$ cat src/wfa_pkg.sv
package wfa_pkg;

   localparam int unsigned Q15_ONE    = 32768;
   localparam int unsigned MAX_FRAMES = 65536;
   localparam int unsigned PI_Q16     = 205887;
   localparam int unsigned POS_W      = 16;
   localparam int unsigned FRAME_W    = 17;
   localparam int unsigned CSR_DATA_W = 17;
   localparam int unsigned W_W        = 17;   // window value, -1.0..+1.0 in Q1.15
   localparam int unsigned RSP_DATA_W = 24;
   localparam int unsigned T_W        = 24;   // normalized position, Q24
   localparam int unsigned ANG_W      = 26;   // angle, Q26 turns

   typedef enum logic [1:0] {
      CSR_WINDOW_TYPE = 2'd0,
      CSR_FRAME_COUNT = 2'd1,
      CSR_REVERSE     = 2'd2,
      CSR_MULTIPLY    = 2'd3
   } csr_index_type;

   typedef enum logic [2:0] {
      WIN_BARTLETT = 3'd0,
      WIN_SINE     = 3'd1,
      WIN_HANN     = 3'd2,
      WIN_HAMMING  = 3'd3,
      WIN_BLACKMAN = 3'd4,
      WIN_CONNES   = 3'd5,
      WIN_WELCH    = 3'd6,
      WIN_LANCZOS  = 3'd7
   } window_kind_type;

   // Shift right by s, rounding half away from zero.
   function automatic logic signed [63:0] round_shift(input logic signed [63:0] v,
                                                      input int unsigned s);
      logic [63:0] half;
      logic [63:0] mag;
      logic [63:0] q;
      half = 64'd1 << (s - 1);
      mag  = v[63] ? 64'(-v) : 64'(v);
      q    = (mag + half) >> s;
      return v[63] ? -signed'(q) : signed'(q);
   endfunction

   // Clamp to [-1.0, +1.0] in Q1.15.
   function automatic logic signed [W_W-1:0] clamp_q15(input logic signed [63:0] v);
      if (v > 64'sd32768)
         return signed'(W_W'(Q15_ONE));
      else if (v < -64'sd32768)
         return -signed'(W_W'(Q15_ONE));
      else
         return v[W_W-1:0];
   endfunction

endpackage

$ cat src/wfa_divider.sv
module wfa_divider import wfa_pkg::*; #(
   parameter int DW = 17,
   parameter int QW = 24,
   parameter int SW = 17
) (
   input  logic          clock,
   input  logic          reset,
   input  logic          enable,
   input  logic          in_valid,
   input  logic [DW-1:0] in_rem,     // partial remainder, below in_div
   input  logic [QW-1:0] in_bits,    // dividend bits still to shift in, MSB first
   input  logic [DW-1:0] in_div,
   input  logic [SW-1:0] in_side,
   output logic          out_valid,
   output logic [QW-1:0] out_quo,
   output logic [SW-1:0] out_side
);

   // One quotient bit per stage, restoring.
   logic [QW-1:0] valid_ff;
   logic [DW-1:0] rem_ff  [QW];
   logic [DW-1:0] rem_in  [QW];
   logic [QW-1:0] bits_ff [QW];
   logic [QW-1:0] bits_in [QW];
   logic [QW-1:0] quo_ff  [QW];
   logic [QW-1:0] quo_in  [QW];
   logic [DW-1:0] div_ff  [QW];
   logic [DW-1:0] div_in  [QW];
   logic [SW-1:0] side_ff [QW];
   logic [SW-1:0] side_in [QW];

   for (genvar i = 0; i < QW; i++) begin : g_stage
      logic [DW-1:0] p_rem;
      logic [QW-1:0] p_bits;
      logic [QW-1:0] p_quo;
      logic [DW+1:0] diff;
      logic          ge;

      if (i == 0) begin : g_head
         assign p_rem      = in_rem;
         assign p_bits     = in_bits;
         assign p_quo      = '0;
         assign div_in[i]  = in_div;
         assign side_in[i] = in_side;
      end else begin : g_body
         assign p_rem      = rem_ff[i-1];
         assign p_bits     = bits_ff[i-1];
         assign p_quo      = quo_ff[i-1];
         assign div_in[i]  = div_ff[i-1];
         assign side_in[i] = side_ff[i-1];
      end

      always_comb begin
         diff       = {1'b0, p_rem, p_bits[QW-1]} - {2'b00, div_in[i]};
         ge         = !diff[DW+1];
         rem_in[i]  = ge ? diff[DW-1:0] : {p_rem[DW-2:0], p_bits[QW-1]};
         bits_in[i] = {p_bits[QW-2:0], 1'b0};
         quo_in[i]  = {p_quo[QW-2:0], ge};
      end

      always_ff @(posedge clock) begin
         if (enable) begin
            rem_ff[i]  <= rem_in[i];
            bits_ff[i] <= bits_in[i];
            quo_ff[i]  <= quo_in[i];
            div_ff[i]  <= div_in[i];
            side_ff[i] <= side_in[i];
         end
      end
   end

   always_ff @(posedge clock) begin
      if (reset) begin
         valid_ff <= '0;
      end else if (enable) begin
         valid_ff <= {valid_ff[QW-2:0], in_valid};
      end
   end

   assign out_valid = valid_ff[QW-1];
   assign out_quo   = quo_ff[QW-1];
   assign out_side  = side_ff[QW-1];

endmodule

$ cat config.mk
export PLATFORM = sky130hd
export DESIGN_NAME = wfa_divider
export DESIGN_NICKNAME = d
export VERILOG_FILES = /design/src/wfa_pkg.sv /design/src/wfa_divider.sv
export SDC_FILE = /design/constraint.sdc
export NUM_CORES = 2
export LEC_CHECK = 0
export BUFFER_PORTS_ARGS = -buffer_cell sky130_fd_sc_hd__buf_2
export CAP_MARGIN = 20
export CORE_MARGIN = 4
export CORE_UTILIZATION = 63
export DETAILED_ROUTE_END_ITERATION = 7
export GPL_ROUTABILITY_DRIVEN = 0
export HOLD_SLACK_MARGIN = 0.1
export PLACE_DENSITY = 0.87
export SYNTH_ARGS = -nofsm -noshare
export SYNTH_HDL_FRONTEND = slang
export SYNTH_SLANG_ARGS = --single-unit
$ cat constraint.sdc
create_clock -name clock -period 3.5 [get_ports clock]
set_input_delay 0.7 -clock clock [delete_from_list [all_inputs] [get_ports clock]]
set_output_delay 0.7 -clock clock [all_outputs]
set_load 0.1 [all_outputs]
# --- Yosys cells after proc, flatten, opt, wreduce, memory -nomap -nowiden ---
# Memory sizes are Yosys's and may differ from the RTL's.
# Cells that the tools add are included.
word_totals:
  ff_bits: 24
  ramBits: 2352
  output_inout_bits: 42
  wordCells: 80
  memories: 5
op_classes:
  n_addsub: 24
  n_mux: 26
  reduce_logical: 24
memory_table:
  columns: ["memory", "depth", "word_bits", "rd", "rd_clocked_by_memory_dff", "write_ports", "line_no", "rtl"]
  rows:
  - ["quo_ff", 24, 24, 24, 0, 24, "wfa_divider.sv:25", "logic [QW-1:0] quo_ff [QW];"]
  - ["bits_ff", 24, 23, 23, 0, 24, "wfa_divider.sv:23", "logic [QW-1:0] bits_ff [QW];"]
  - ["div_ff", 24, 17, 23, 0, 24, "wfa_divider.sv:27", "logic [DW-1:0] div_ff [QW];"]
  - ["rem_ff", 24, 17, 23, 0, 24, "wfa_divider.sv:21", "logic [DW-1:0] rem_ff [QW];"]
  - ["side_ff", 24, 17, 24, 0, 24, "wfa_divider.sv:29", "logic [SW-1:0] side_ff [QW];"]
op_table:
  columns: ["op", "n"]
  rows:
  - ["18-bit by 17-bit subtractor with 19-bit output", 24]
  - ["17-bit two-way mux", 24]
  - ["1-bit logical NOT", 24]
  - ["1-bit two-way mux", 2]

# --- Depth between registers and ports, before layout ---
# An unclocked memory read counts as a cell.
depth:
  ltp_word: 3
  depth_mapped: 13

# --- Least setup slack after synthesis ---
# No wires, ideal clock.
synth_path:
  kind: "register -> register"
  startpoint: "mem bits_ff[0][22] (netlist name)"
  endpoint: "mem rem_ff[1][7], in the netlist rem_ff[0][24] (data pin)"
  setup_time_ps: 262
  arrival_time_ps: 2865
  required_time_ps: 3238
  path_slack_ps: 373
  path_stages_with_launch: 13
  n_path_buf: 1
  period_less_slack_ps: 3127
  path_cell_list: "edfxtp_1 > inv_1 > ha_1 > inv_1 > fa_1 > a211oi_2 > o21ai_1 > a21o_1 > a21o_1 > a221o_1 > a21oi_4 > buf_6 > mux2_1"
synth_lines:
  columns: ["item", "line_no"]
  rows:
  - ["from (decl)", "wfa_divider.sv:23"]
  - ["to (decl)", "wfa_divider.sv:21"]

==> run metrics <==
largest cells by area after synthesis=edfxtp_1 (67%), ha_1 (6.4%), inv_1 (2.5%), mux2_2 (2.3%), a21oi_1 (2.1%); maximum VDD drop=689 uV; Final Hold Fails=0; PortBufs=120; post-route ant nets=0; Final Cycle Share=100%; worst-skew pair later-pin latency=810 ps; crit path kind=reg2reg; DIE AREA=0.131 sq mm; Pins Over Slew Limit=0; Pint=51.4 mW; most common cell in the synthesized netlist=edfxtp_1; core area=0.124 sq mm; pwr dens=854 mW/mm^2; Synth Area per Inst=14.4 sq um; routed wire length=146000 microns; clk slew on worst S/H paths=60 ps; I/O pins=121; Final #Nets=6378; power after layout=76.1 mW; total grt overflow=0; number of diodes=0; CTS tree=yes; Post-synth top flop=edfxtp_1; # fillers=7463; HP Class=in2reg; worst clock skew=24.3 ps; Post-synth EDFFs=1766; WP data required=4030 ps; post-synthesis register bit count=1790; cts bufs inserted=177; synth cell count leaders=edfxtp_1 (1766), inv_1 (528), ha_1 (407), a21oi_1 (339), nor2_1 (290); static leakage=34.7 nW; CTS max path bufs=3; Synth top area share=67.0%; Core Rows=129; Final Util=71.7%; sequential element share of the synthesized area=67.6%; largest net degree at the start of global routing=100; Initial Util=63.7%; worst-path maximum fanout=3; Final min period=3510 ps; post-synthesis net count=6023; FF-to-FF Start=bits_ff[4][45]$_DFFE_PP_; Worst-Margin Slew=960 ps; slack of the critical path=-9.57 ps; worst setup path start=bits_ff[4][45]$_DFFE_PP_; Clk pwr share=24.8%; via count=45700; post-DR wirelength/cell=19.1 microns; Slew HR=36.0%; setup TNS=-9.57 ps; htree depth=4; maximum clock rate=0.285 GHz; hpwl dp=96300 microns; hold_sp=in_rem[10]; Critical Path AT=4040 ps; clock sink total=1790; initial detailed-routing violation count=4246; Area growth, synth to finish=12.5%; DIE HEIGHT=363 microns; Gate power share=34.8%; synth warn=0; fraction of registers with async set/reset=0%; first-pass GRT wire length=236000 microns; mapped cell area=0.0792 sq mm; number of max-cap violations=0; Pre-antenna DRT Iters=6; crit start category=flop; DIE WIDTH=363 microns; initial antenna violation count=2; violated checks=setup timing; layout cells sized above 1=12.8%; Via density=5.97; switching share of power=32.5%; Seq pwr share=40.4%; vias in the first global route=46500; CTS Root Cell=clkbuf_16; DRC=0; synth unique cells=93; cell taking the most area after synthesis=edfxtp_1; GRT Resource Usage Total=22.2%; Final setup viols=1; Critical Path Sink Type=flop; Syn Inst Count=5514; sw power=24.7 mW; run status=finished, violations left
flip-flops by register name, summed over array words and instances, names as in the netlist:
name,flops
div_ff,391
rem_ff,391
side_ff,408
bits_ff,276
quo_ff,300
valid_ff,24
metrics by stage:
stage / worst slack [ps] / instances / hold slack [ps] / instance area [sq um]
2_1_floorplan: 373 / 5514 / 400 / 79200
3_3_place_gp: -115 / 7265 / 400 / 82600
3_5_place_dp: -93.4 / 7265 / 405 / 82600
4_1_cts: 6.80 / 7651 / 141 / 89000
5_1_grt: -18.9 / 7655 / 205 / 89100
6_report: -9.57 / 7655 / 215 / 89100
area by class of cell:
cell class	instances	area, sq um	share of cell area (%)
clock inverter	118	1260	1.42
tap	1637	2050	2.30
multi-input combinational	3068	23100	25.9
inverter	531	1990	2.24
sequential	1790	53500	60.1
clock buffer	210	4600	5.16
timing repair buffer	301	2580	2.89
what timing repair did:
action	CTS	global route
resized for setup	0	8
endpoints found under the hold margin	58	0
hold buffers	58	0
endpoints found under the setup margin	0	54
setup buffers	0	3
power groups by stage:
stage / Sequential, mW / Clock (mW) / Combinational, mW
after floorplan: 30.3 / 0 / 19.7
after global placement: 30.9 / 0 / 23.9
after detailed placement: 31.0 / 0 / 25.3
after CTS: 30.7 / 19.3 / 25.8
after global routing: 31.0 / 20.3 / 28.9
final: 30.7 / 18.9 / 26.5
critical path, stage by stage, from the launching register on:
cell and delay (ps):
edfxtp_1 400, inv_1 100, ha_1 160, inv_1 60, fa_1 420, a21oi_1 290
o21ai_0 230, a2111oi_1 680, o31ai_1 240, a211oi_1 300, xor2_1 220, o21ai_0 140
worst paths after layout:
| kind | slack, ps | to | depth (start not counted) |
|---|---|---|---|
| max | -10 | rem_ff[2][50]$_DFFE_PP_ | 11 |
| min | 210 | rem_ff[0][11]$_DFFE_PP_ | 3 |
| max reg2reg | -10 | rem_ff[2][50]$_DFFE_PP_ | 11 |
| min reg2reg | 410 | side_ff[2][99]$_DFFE_PP_ | 0 |
per-layer routing:
| metal | up-vias | GRT usage [%] | routed length (microns) |
|---|---|---|---|
| met5 | - | 0 | 0 |
| met4 | 0 | 10.2 | 6370 |
| met3 | 499 | 3.66 | 9130 |
| met2 | 1851 | 38.8 | 73600 |
| met1 | 22000 | 27.4 | 56800 |
| li1 | 21400 | - | - |
kinds of logic (layout without fill, tap and decap cells):
kind of cell	Yosys count	count (layout)	synth area share, %
xor gates and xnor gates	261	261	2.89
AOI/OAI and AO/OA	1216	1216	10.1
DFF	1790	1790	67.6
adders and majority gates	430	430	7.01
muxes	254	254	3.69
buffers and inverters	656	1160	3.37
and+or+nand+nor	907	907	5.41
cell usage in the layout (no fill, tap or decap), types with 119 or more instances in the layout:
cell,netlist,routed
nor2_1,290,290
buf_2,17,119
nand2_1,250,250
o21ai_0,235,234
a21oi_1,339,338
inv_1,528,528
edfxtp_1,1766,1766
clkbuf_16,0,179
ha_1,407,407
xnor2_1,163,163
mux2_2,161,161
a21o_1,148,147
No activity file was read; power rests on OpenSTA's default activity.
